$ cat config.mk
export PLATFORM = sky130hd
export DESIGN_NAME = sensor_frame_parser_alarm_flat
export DESIGN_NICKNAME = d
export VERILOG_FILES = /design/src/rtl/core/sfpa_pkg.sv /design/src/rtl/core/sfpa_if.sv /design/src/rtl/core/sensor_frame_parser_alarm.sv /design/src/rtl/core/sfpa_regs.sv /design/src/rtl/core/sfpa_parser.sv /design/src/rtl/core/sfpa_result.sv /design/src/flat_wrapper.sv
export SDC_FILE = /design/constraint.sdc
export NUM_CORES = 1
export LEC_CHECK = 0
export BUFFER_PORTS_ARGS = -buffer_cell sky130_fd_sc_hd__buf_4
export CAP_MARGIN = 20
export CORE_MARGIN = 10
export CORE_UTILIZATION = 55
export CTS_CLUSTER_DIAMETER = 200
export DETAILED_ROUTE_END_ITERATION = 16
export PLACE_DENSITY = 0.71
export SLEW_MARGIN = 40
export SYNTH_ARGS = -nofsm -noshare
export SYNTH_HDL_FRONTEND = slang
export SYNTH_SLANG_ARGS = --single-unit
$ cat constraint.sdc
create_clock -name clk -period 11.1 [get_ports clk]
set_input_delay 1.665 -clock clk [delete_from_list [all_inputs] [get_ports clk]]
set_output_delay 1.665 -clock clk [all_outputs]
set_load 0.1 [all_outputs]
$ cat src/rtl/core/sfpa_pkg.sv
// ----------------------------------------------------------------------------
// sfpa_pkg
// Shared types, codes and reset values for the sensor frame parser.
// ----------------------------------------------------------------------------
package sfpa_pkg;

    localparam int ByteW  = 8;
    localparam int ValW   = 12;
    localparam int SmokeW = 20;
    localparam int AccW   = 22;
    localparam int KindW  = 2;
    localparam int LeftW  = 3;
    localparam int PhaseW = 2;

    localparam int ApbDataW = 32;
    localparam int ApbAddrW = 5;
    localparam int RegIdxW  = 3;

    // Frame kinds
    localparam logic [KindW-1:0] KIND_TH     = 2'd0;
    localparam logic [KindW-1:0] KIND_MOTION = 2'd1;
    localparam logic [KindW-1:0] KIND_SMOKE  = 2'd2;

    // Parser phases
    localparam logic [PhaseW-1:0] PH_IDLE   = 2'd0;
    localparam logic [PhaseW-1:0] PH_TH     = 2'd1;
    localparam logic [PhaseW-1:0] PH_MOTION = 2'd2;
    localparam logic [PhaseW-1:0] PH_SMOKE  = 2'd3;

    // Payload byte counts per frame
    localparam logic [LeftW-1:0] LEN_TH     = 3'd4;
    localparam logic [LeftW-1:0] LEN_MOTION = 3'd1;
    localparam logic [LeftW-1:0] LEN_SMOKE  = 3'd5;
    localparam logic [LeftW-1:0] LEFT_HUMID = 3'd2;

    // Register indexes
    localparam logic [RegIdxW-1:0] REG_TAG_TH    = 3'd0;
    localparam logic [RegIdxW-1:0] REG_TAG_MOT   = 3'd1;
    localparam logic [RegIdxW-1:0] REG_TAG_SMOKE = 3'd2;
    localparam logic [RegIdxW-1:0] REG_TEMP_UP   = 3'd3;
    localparam logic [RegIdxW-1:0] REG_TEMP_LO   = 3'd4;
    localparam logic [RegIdxW-1:0] REG_HUM_UP    = 3'd5;
    localparam logic [RegIdxW-1:0] REG_HUM_LO    = 3'd6;
    localparam logic [RegIdxW-1:0] REG_SMOKE_UP  = 3'd7;

    // Register reset values
    localparam logic [ByteW-1:0]  RST_TAG_TH    = 8'd1;
    localparam logic [ByteW-1:0]  RST_TAG_MOT   = 8'd2;
    localparam logic [ByteW-1:0]  RST_TAG_SMOKE = 8'd3;
    localparam logic [ValW-1:0]   RST_TEMP_UP   = 12'd50;
    localparam logic [ValW-1:0]   RST_TEMP_LO   = 12'd0;
    localparam logic [ValW-1:0]   RST_HUM_UP    = 12'd90;
    localparam logic [ValW-1:0]   RST_HUM_LO    = 12'd20;
    localparam logic [SmokeW-1:0] RST_SMOKE_UP  = 20'd10000;

    // floor(x / 5) = (x * ceil(2^22 / 5)) >> 22 for every x below 2^22
    localparam int                DivShift = 22;
    localparam logic [SmokeW-1:0] DIV5_MUL = 20'd838861;
    localparam int                ProdW    = AccW + SmokeW;

    typedef struct packed {
        logic [ByteW-1:0]  tag_th;
        logic [ByteW-1:0]  tag_motion;
        logic [ByteW-1:0]  tag_smoke;
        logic [ValW-1:0]   temp_upper;
        logic [ValW-1:0]   temp_lower;
        logic [ValW-1:0]   humidity_upper;
        logic [ValW-1:0]   humidity_lower;
        logic [SmokeW-1:0] smoke_upper;
    } cfg_t;

    typedef struct packed {
        logic [KindW-1:0] kind;
        logic [ValW-1:0]  temperature;
        logic [ValW-1:0]  humidity;
        logic [ByteW-1:0] motion;
        logic [AccW-1:0]  acc;
    } frame_t;

endpackage

$ cat src/rtl/core/sfpa_if.sv
// ----------------------------------------------------------------------------
// sfpa interfaces
// Valid/ready channels for received bytes and decoded frames.
// ----------------------------------------------------------------------------
interface sfpa_in_if;
    logic                        valid;
    logic                        ready;
    logic [sfpa_pkg::ByteW-1:0]  rx_byte;

    modport source (output valid, output rx_byte, input ready);
    modport sink   (input valid, input rx_byte, output ready);
endinterface

interface sfpa_out_if;
    logic                        valid;
    logic                        ready;
    logic [sfpa_pkg::KindW-1:0]  frame_kind;
    logic [sfpa_pkg::ValW-1:0]   temperature;
    logic [sfpa_pkg::ValW-1:0]   humidity;
    logic [sfpa_pkg::ByteW-1:0]  motion;
    logic [sfpa_pkg::SmokeW-1:0] smoke;
    logic                        alarm;

    modport source (output valid, output frame_kind, output temperature, output humidity,
                    output motion, output smoke, output alarm, input ready);
    modport sink   (input valid, input frame_kind, input temperature, input humidity,
                    input motion, input smoke, input alarm, output ready);
endinterface

$ cat src/rtl/core/sensor_frame_parser_alarm.sv
// ----------------------------------------------------------------------------
// sensor_frame_parser_alarm
// Parses tagged sensor frames from a byte stream and flags threshold alarms.
// ----------------------------------------------------------------------------
// in_ch carries one received byte per item; out_ch carries one item per
// completed frame (temperature/humidity, motion or smoke) with its alarm bit.
// Bytes that complete no frame, and unknown tags in idle, give no item.
// The APB port holds the three tags and five thresholds; write it only while
// no frame is in flight. pready is always high.
// Throughput: one byte per cycle while in_ch.ready is high. A frame's
// closing byte passes through the frame register and then the output
// register, whose stage holds the divide-by-five multiply.
// Reset returns the parser to idle, empties both registers and loads the
// default tags and thresholds. When out_ch stalls, the frame register keeps
// taking bytes until a second finished frame is waiting; in_ch.ready then
// drops until out_ch.ready returns.
// ----------------------------------------------------------------------------
module sensor_frame_parser_alarm
(
    input  logic                           clk,
    input  logic                           rst_n,
    sfpa_in_if.sink                        in_ch,
    sfpa_out_if.source                     out_ch,
    input  logic                           psel,
    input  logic                           penable,
    input  logic                           pwrite,
    input  logic [sfpa_pkg::ApbAddrW-1:0]  paddr,
    input  logic [sfpa_pkg::ApbDataW-1:0]  pwdata,
    output logic [sfpa_pkg::ApbDataW-1:0]  prdata,
    output logic                           pready
);

    sfpa_pkg::cfg_t   cfg;
    sfpa_pkg::frame_t frm;
    logic             frm_valid;
    logic             frm_take;
    logic             in_ready;

    assign in_ch.ready = in_ready;

    sfpa_regs u_regs
    (
        .clk     (clk),
        .rst_n   (rst_n),
        .psel    (psel),
        .penable (penable),
        .pwrite  (pwrite),
        .paddr   (paddr),
        .pwdata  (pwdata),
        .prdata  (prdata),
        .pready  (pready),
        .cfg     (cfg)
    );

    sfpa_parser u_parser
    (
        .clk       (clk),
        .rst_n     (rst_n),
        .in_valid  (in_ch.valid),
        .rx_byte   (in_ch.rx_byte),
        .in_ready  (in_ready),
        .cfg       (cfg),
        .frm_take  (frm_take),
        .frm_valid (frm_valid),
        .frm       (frm)
    );

    sfpa_result u_result
    (
        .clk       (clk),
        .rst_n     (rst_n),
        .cfg       (cfg),
        .frm_valid (frm_valid),
        .frm       (frm),
        .frm_take  (frm_take),
        .out_ch    (out_ch)
    );

endmodule

$ cat src/rtl/core/sfpa_regs.sv
// ----------------------------------------------------------------------------
// sfpa_regs
// APB configuration registers: frame tags and alarm thresholds.
// ----------------------------------------------------------------------------
module sfpa_regs
(
    input  logic                           clk,
    input  logic                           rst_n,
    input  logic                           psel,
    input  logic                           penable,
    input  logic                           pwrite,
    input  logic [sfpa_pkg::ApbAddrW-1:0]  paddr,
    input  logic [sfpa_pkg::ApbDataW-1:0]  pwdata,
    output logic [sfpa_pkg::ApbDataW-1:0]  prdata,
    output logic                           pready,
    output sfpa_pkg::cfg_t                 cfg
);

    sfpa_pkg::cfg_t                   cfg_reg;
    sfpa_pkg::cfg_t                   cfg_next;
    logic [sfpa_pkg::RegIdxW-1:0]     idx;
    logic                             wr;

    assign idx    = paddr[sfpa_pkg::ApbAddrW-1:2];
    assign wr     = psel & penable & pwrite;
    assign pready = 1'b1;
    assign cfg    = cfg_reg;

    always_comb
    begin
        cfg_next = cfg_reg;
        if (wr)
        begin
            unique case (idx)
                sfpa_pkg::REG_TAG_TH:    cfg_next.tag_th         = pwdata[7:0];
                sfpa_pkg::REG_TAG_MOT:   cfg_next.tag_motion     = pwdata[7:0];
                sfpa_pkg::REG_TAG_SMOKE: cfg_next.tag_smoke      = pwdata[7:0];
                sfpa_pkg::REG_TEMP_UP:   cfg_next.temp_upper     = pwdata[11:0];
                sfpa_pkg::REG_TEMP_LO:   cfg_next.temp_lower     = pwdata[11:0];
                sfpa_pkg::REG_HUM_UP:    cfg_next.humidity_upper = pwdata[11:0];
                sfpa_pkg::REG_HUM_LO:    cfg_next.humidity_lower = pwdata[11:0];
                sfpa_pkg::REG_SMOKE_UP:  cfg_next.smoke_upper    = pwdata[19:0];
            endcase
        end
    end

    always_comb
    begin
        unique case (idx)
            sfpa_pkg::REG_TAG_TH:    prdata = 32'(cfg_reg.tag_th);
            sfpa_pkg::REG_TAG_MOT:   prdata = 32'(cfg_reg.tag_motion);
            sfpa_pkg::REG_TAG_SMOKE: prdata = 32'(cfg_reg.tag_smoke);
            sfpa_pkg::REG_TEMP_UP:   prdata = 32'(cfg_reg.temp_upper);
            sfpa_pkg::REG_TEMP_LO:   prdata = 32'(cfg_reg.temp_lower);
            sfpa_pkg::REG_HUM_UP:    prdata = 32'(cfg_reg.humidity_upper);
            sfpa_pkg::REG_HUM_LO:    prdata = 32'(cfg_reg.humidity_lower);
            sfpa_pkg::REG_SMOKE_UP:  prdata = 32'(cfg_reg.smoke_upper);
        endcase
    end

    always_ff @(posedge clk or negedge rst_n)
    begin
        if (!rst_n)
        begin
            cfg_reg.tag_th         <= sfpa_pkg::RST_TAG_TH;
            cfg_reg.tag_motion     <= sfpa_pkg::RST_TAG_MOT;
            cfg_reg.tag_smoke      <= sfpa_pkg::RST_TAG_SMOKE;
            cfg_reg.temp_upper     <= sfpa_pkg::RST_TEMP_UP;
            cfg_reg.temp_lower     <= sfpa_pkg::RST_TEMP_LO;
            cfg_reg.humidity_upper <= sfpa_pkg::RST_HUM_UP;
            cfg_reg.humidity_lower <= sfpa_pkg::RST_HUM_LO;
            cfg_reg.smoke_upper    <= sfpa_pkg::RST_SMOKE_UP;
        end
        else
        begin
            cfg_reg <= cfg_next;
        end
    end

endmodule

$ cat src/rtl/core/sfpa_parser.sv
// ----------------------------------------------------------------------------
// sfpa_parser
// Frame state machine and decimal accumulation; registers each completed frame.
// ----------------------------------------------------------------------------
module sfpa_parser
(
    input  logic                         clk,
    input  logic                         rst_n,
    input  logic                         in_valid,
    input  logic [sfpa_pkg::ByteW-1:0]   rx_byte,
    output logic                         in_ready,
    input  sfpa_pkg::cfg_t               cfg,
    input  logic                         frm_take,
    output logic                         frm_valid,
    output sfpa_pkg::frame_t             frm
);

    logic [sfpa_pkg::PhaseW-1:0] phase_reg, phase_next;
    logic [sfpa_pkg::LeftW-1:0]  left_reg, left_next, left_dec;
    logic [sfpa_pkg::AccW-1:0]   acc_reg, acc_next, acc_step;
    logic [sfpa_pkg::ValW-1:0]   held_reg, held_next;
    logic                        frm_valid_reg;
    sfpa_pkg::frame_t            frm_reg, frm_next;
    logic                        accept;
    logic                        emit;

    assign in_ready  = !frm_valid_reg || frm_take;
    assign accept    = in_valid && in_ready;
    assign frm_valid = frm_valid_reg;
    assign frm       = frm_reg;

    assign acc_step = sfpa_pkg::AccW'(acc_reg * 4'd10) + sfpa_pkg::AccW'(rx_byte);
    assign left_dec = left_reg - 3'd1;

    always_comb
    begin
        phase_next = phase_reg;
        left_next  = left_reg;
        acc_next   = acc_reg;
        held_next  = held_reg;
        emit       = 1'b0;
        frm_next   = '0;
        if (accept)
        begin
            unique case (phase_reg)
                sfpa_pkg::PH_IDLE:
                begin
                    acc_next = '0;
                    priority if (rx_byte == cfg.tag_th)
                    begin
                        phase_next = sfpa_pkg::PH_TH;
                        left_next  = sfpa_pkg::LEN_TH;
                    end
                    else if (rx_byte == cfg.tag_motion)
                    begin
                        phase_next = sfpa_pkg::PH_MOTION;
                        left_next  = sfpa_pkg::LEN_MOTION;
                    end
                    else if (rx_byte == cfg.tag_smoke)
                    begin
                        phase_next = sfpa_pkg::PH_SMOKE;
                        left_next  = sfpa_pkg::LEN_SMOKE;
                    end
                    else
                    begin
                        phase_next = sfpa_pkg::PH_IDLE;
                    end
                end
                sfpa_pkg::PH_MOTION:
                begin
                    emit            = 1'b1;
                    frm_next.kind   = sfpa_pkg::KIND_MOTION;
                    frm_next.motion = rx_byte;
                    phase_next      = sfpa_pkg::PH_IDLE;
                    left_next       = '0;
                    acc_next        = '0;
                end
                sfpa_pkg::PH_TH:
                begin
                    left_next = left_dec;
                    acc_next  = acc_step;
                    if (left_dec == sfpa_pkg::LEFT_HUMID)
                    begin
                        held_next = acc_step[sfpa_pkg::ValW-1:0];
                        acc_next  = '0;
                    end
                    else if (left_dec == '0)
                    begin
                        emit                 = 1'b1;
                        frm_next.kind        = sfpa_pkg::KIND_TH;
                        frm_next.temperature = held_reg;
                        frm_next.humidity    = acc_step[sfpa_pkg::ValW-1:0];
                        phase_next           = sfpa_pkg::PH_IDLE;
                        acc_next             = '0;
                    end
                end
                sfpa_pkg::PH_SMOKE:
                begin
                    left_next = left_dec;
                    acc_next  = acc_step;
                    if (left_dec == '0)
                    begin
                        emit          = 1'b1;
                        frm_next.kind = sfpa_pkg::KIND_SMOKE;
                        frm_next.acc  = acc_step;
                        phase_next    = sfpa_pkg::PH_IDLE;
                        acc_next      = '0;
                    end
                end
            endcase
        end
    end

    always_ff @(posedge clk or negedge rst_n)
    begin
        if (!rst_n)
        begin
            phase_reg     <= sfpa_pkg::PH_IDLE;
            left_reg      <= '0;
            acc_reg       <= '0;
            held_reg      <= '0;
            frm_valid_reg <= 1'b0;
        end
        else
        begin
            phase_reg <= phase_next;
            left_reg  <= left_next;
            acc_reg   <= acc_next;
            held_reg  <= held_next;
            if (in_ready)
            begin
                frm_valid_reg <= emit;
            end
        end
    end

    always_ff @(posedge clk)
    begin
        if (emit)
        begin
            frm_reg <= frm_next;
        end
    end

endmodule

$ cat src/rtl/core/sfpa_result.sv
// ----------------------------------------------------------------------------
// sfpa_result
// Smoke scaling, threshold checks and the output register.
// ----------------------------------------------------------------------------
module sfpa_result
(
    input  logic                 clk,
    input  logic                 rst_n,
    input  sfpa_pkg::cfg_t       cfg,
    input  logic                 frm_valid,
    input  sfpa_pkg::frame_t     frm,
    output logic                 frm_take,
    sfpa_out_if.source           out_ch
);

    logic [sfpa_pkg::ProdW-1:0]  prod;
    logic [sfpa_pkg::SmokeW-1:0] smoke;
    logic                        alarm_th;
    logic                        alarm;
    logic                        out_valid_reg;
    logic [sfpa_pkg::KindW-1:0]  kind_reg;
    logic [sfpa_pkg::ValW-1:0]   temp_reg;
    logic [sfpa_pkg::ValW-1:0]   hum_reg;
    logic [sfpa_pkg::ByteW-1:0]  motion_reg;
    logic [sfpa_pkg::SmokeW-1:0] smoke_reg;
    logic                        alarm_reg;

    assign prod  = sfpa_pkg::ProdW'(frm.acc) * sfpa_pkg::ProdW'(sfpa_pkg::DIV5_MUL);
    assign smoke = prod[sfpa_pkg::DivShift +: sfpa_pkg::SmokeW];

    assign alarm_th = (frm.temperature < cfg.temp_lower) || (frm.temperature > cfg.temp_upper)
                   || (frm.humidity < cfg.humidity_lower) || (frm.humidity > cfg.humidity_upper);

    always_comb
    begin
        unique case (frm.kind)
            sfpa_pkg::KIND_TH:    alarm = alarm_th;
            sfpa_pkg::KIND_SMOKE: alarm = smoke > cfg.smoke_upper;
            default:              alarm = 1'b0;
        endcase
    end

    assign frm_take = !out_valid_reg || out_ch.ready;

    always_ff @(posedge clk or negedge rst_n)
    begin
        if (!rst_n)
        begin
            out_valid_reg <= 1'b0;
        end
        else if (frm_take)
        begin
            out_valid_reg <= frm_valid;
        end
    end

    always_ff @(posedge clk)
    begin
        if (frm_take && frm_valid)
        begin
            kind_reg   <= frm.kind;
            temp_reg   <= frm.temperature;
            hum_reg    <= frm.humidity;
            motion_reg <= frm.motion;
            smoke_reg  <= smoke;
            alarm_reg  <= alarm;
        end
    end

    assign out_ch.valid       = out_valid_reg;
    assign out_ch.frame_kind  = kind_reg;
    assign out_ch.temperature = temp_reg;
    assign out_ch.humidity    = hum_reg;
    assign out_ch.motion      = motion_reg;
    assign out_ch.smoke       = smoke_reg;
    assign out_ch.alarm       = alarm_reg;

endmodule

$ cat src/flat_wrapper.sv
// flat-port wrapper written by rule: the top's interface ports become plain ports
module sensor_frame_parser_alarm_flat 
  (clk, rst_n, psel, penable, pwrite, paddr, pwdata, prdata, pready, in_ch_valid, in_ch_rx_byte, in_ch_ready, out_ch_valid, out_ch_frame_kind, out_ch_temperature, out_ch_humidity, out_ch_motion, out_ch_smoke, out_ch_alarm, out_ch_ready);
  sfpa_in_if in_ch_i ();
  sfpa_out_if out_ch_i ();
  input  logic clk;
  input  logic rst_n;
  input  logic psel;
  input  logic penable;
  input  logic pwrite;
  input  logic [sfpa_pkg::ApbAddrW-1:0] paddr;
  input  logic [sfpa_pkg::ApbDataW-1:0] pwdata;
  output logic [sfpa_pkg::ApbDataW-1:0] prdata;
  output logic pready;
  input wire logic [$bits(in_ch_i.valid)-1:0] in_ch_valid;
  input wire logic [$bits(in_ch_i.rx_byte)-1:0] in_ch_rx_byte;
  output wire logic [$bits(in_ch_i.ready)-1:0] in_ch_ready;
  output wire logic [$bits(out_ch_i.valid)-1:0] out_ch_valid;
  output wire logic [$bits(out_ch_i.frame_kind)-1:0] out_ch_frame_kind;
  output wire logic [$bits(out_ch_i.temperature)-1:0] out_ch_temperature;
  output wire logic [$bits(out_ch_i.humidity)-1:0] out_ch_humidity;
  output wire logic [$bits(out_ch_i.motion)-1:0] out_ch_motion;
  output wire logic [$bits(out_ch_i.smoke)-1:0] out_ch_smoke;
  output wire logic [$bits(out_ch_i.alarm)-1:0] out_ch_alarm;
  input wire logic [$bits(out_ch_i.ready)-1:0] out_ch_ready;
  assign in_ch_i.valid = in_ch_valid;
  assign in_ch_i.rx_byte = in_ch_rx_byte;
  assign in_ch_ready = in_ch_i.ready;
  assign out_ch_valid = out_ch_i.valid;
  assign out_ch_frame_kind = out_ch_i.frame_kind;
  assign out_ch_temperature = out_ch_i.temperature;
  assign out_ch_humidity = out_ch_i.humidity;
  assign out_ch_motion = out_ch_i.motion;
  assign out_ch_smoke = out_ch_i.smoke;
  assign out_ch_alarm = out_ch_i.alarm;
  assign out_ch_i.ready = out_ch_ready;
  sensor_frame_parser_alarm u_core (.clk(clk), .rst_n(rst_n), .in_ch(in_ch_i), .out_ch(out_ch_i), .psel(psel), .penable(penable), .pwrite(pwrite), .paddr(paddr), .pwdata(pwdata), .prdata(prdata), .pready(pready));
endmodule
==> results.cfg <==
[outcome]
status = finished, final reports clean

[floorplan]
die-area_sq_um = 45610
initial_core_util_pct = 56.01
chipHeight_um = 213.6
io-pin-count = 142
rows = 70
fp.coreArea_sq_um = 36790
die_x_um = 213.6

[setup_path]
cpPeakStageDelay_ps = 580
cp_common_cell = fa_1
worst-r2r-cell-count = 28
cp-end-kind = register
start_kind = register
cp_max_fo = 7
cp_slowest_cell = fa_1
path_class = register to register
critical_path_arrival_ps = 8960
worstPathRequired_ps = 11450

[synth]
synth_fa_ha_area_share_pct = 33.82
ys_ff_latch = 243
synth_simple_gate_area_share_pct = 9.449
synth_xor_area_share_pct = 4.487
async_flop_share_pct = 54.32
synth_flop_cell = dfrtp_1
synth_top_family_by_area = adder cells
synth.cell_area_sq_um = 20600
yosys_warnings = 0
synth_edf_count = 111
synth_cell_types = 76
synth_mux_area_share_pct = 2.848
synth_compound_area_share_pct = 9.971
postSynthCellCount = 1962
ys_seq_area_share_pct = 32.32
avgSynthCellArea_sq_um = 10.50

[flow_run]
maxCapViolations = 0

[place]
dp_hpwl_um = 42070
preCtsSetupSlack_ps = 2496
place.port_buffers = 114
gp_congestion = 0.9469

[drt]
first_pass_iters = 6
wl_um = 52460
ant_nets = 0
viasPerCell = 5.700
drc_errors = 0
drtIter0Drc = 892
num_vias = 14615
wl_per_cell_um = 20.46

[clock_network]
hold_buffers = 0
cts_tree = built
post_cts_buffers = 0
cts_root_buf = clkbuf_16
cts_buffer_depth = 3
clock_sinks = 243
clkLatencyLatePin_ps = 560
clkSlewWorstSetupHoldPaths_ps = 70
htreeDepth = 1
cts_buffers = 26
cts_resized = 0

[global_routing]
antenna_found_initial = 0
grt_max_degree = 72
grt_pass1_wl_um = 83600
first_global_vias = 15336
grt-ovfl-total = 0
grt_use_total_pct = 23.57

[worst_hold_path]
hold_path.class = register to register
whs_path_depth = 0

[timing]
max_freq_mhz = 116.2
tightest_slew_ps = 762.0
clock_skew_ps = 29.69
period_share_pct = 77.56
rsz0062_at_grt = false
final.setup.tns_ps = 0
setup_violations = 0
max_slew_margin_pct = 48.93
period_needed_ps = 8609
slew_viol_final = 0
fin_ws_ps = 2491
hold_viol = 0

[finish]
diodes = 0
most-common-layout-cells = ha_1, inv_1, fa_1, nand2_1, o21ai_0
drive_gt1_share_pct = 11.93
area_delta_synth_final_pct = 11.18
fin_nets = 2598
final_common_cell = ha_1
largest_reg_flops = 92
[stage by stage]
stage               hold slack (ps)  std cells  util [%]  area [sq um]
detailed placement            410.8       2515     59.71         21960
global route                  432.3       2564     62.28         22910
CTS                           422.2       2563     62.23         22890
global placement              402.4       2515     59.66         21950
finish                        419.4       2564     62.28         22910
floorplan                     400.3       1973         -         20650
[layout make-up]
cell class / instances / area, sq um
clock inverters: 11 / 166.4
multi-input cells: 1358 / 12580
fillers: 2976 / 13880
inverters: 322 / 1209
well taps: 468 / 585.6
repair buffers: 125 / 949.7
clock buffers: 37 / 762.0
flip-flops and latches: 243 / 6659
[per-layer routing]
metal	routed length, um	part of all wire (%)	vias to the layer above	GRT usage (%)
li1	-	-	6851	-
met2	25660	49	435	40.38
met3	3374	6.4	66	3.665
met4	1048	2.0	0	5.035
met5	0	0	-	0
met1	22370	43	7263	31.01
[synth_stat cells, drive strengths merged (8+ instances only)]
cell type  number  area, sq um
ha            325         4066
inv           321         1205
fa            145         2903
nand2         144        540.5
o21ai         141        705.7
dfrtp         114         2853
edfxtp        111         3333
nor2           89        334.1
xnor2          55        489.2
a21o           50        375.4
a21oi          50        250.2
xor2           48        435.4
and2           44        277.8
clkbuf         31        116.4
mux2           31        349.1
nor3           25        125.1
nand4          22        152.7
dfstp          18        473.0
buf            17        113.9
nor2b          16        100.1
nand2b         15        93.84
a211oi         14        130.1
nand3          12        60.06
a221oi         11        96.34
mux2i           8        80.08
[worst paths after layout]
path | start | endpoint | slack (ps)
min in group asynchronous | rst_n | u_core.u_regs.cfg[44] | 1070
worst min-delay path | u_core.u_parser.frm[29] | u_core.u_result.out_ch.motion[7] | 420
worst min register to register | u_core.u_parser.frm[29] | u_core.u_result.out_ch.motion[7] | 420
max in group asynchronous | rst_n | u_core.u_regs.cfg[16] | 8930
worst max-delay path | u_core.u_parser.frm[2] | u_core.u_result.out_ch.alarm | 2490
worst max register to register | u_core.u_parser.frm[2] | u_core.u_result.out_ch.alarm | 2490
[worst max-delay path, delay by kind of cell, from the launching register on]
kind,cells,cell delay (ps)
fa+ha+maj,9,3850
compound gates,10,2210
simple gates,5,1330
flops,1,530
xor+xnor,2,340
buf+inv,2,110
[logic make-up (layout without fill, tap and decap cells)]
group / after synthesis / count (layout)
buffers and inverters: 372 / 495
and+or+nand+nor: 401 / 401
AOI/OAI and AO/OA: 325 / 325
xor gates and xnor gates: 103 / 103
adders and majority gates: 470 / 470
muxes: 46 / 46
DFF: 243 / 243
other: 2 / 13
Power is left out: the tool's default activity adds up to more than one toggle a clock period on the data nets, which glitch-free logic cannot reach.
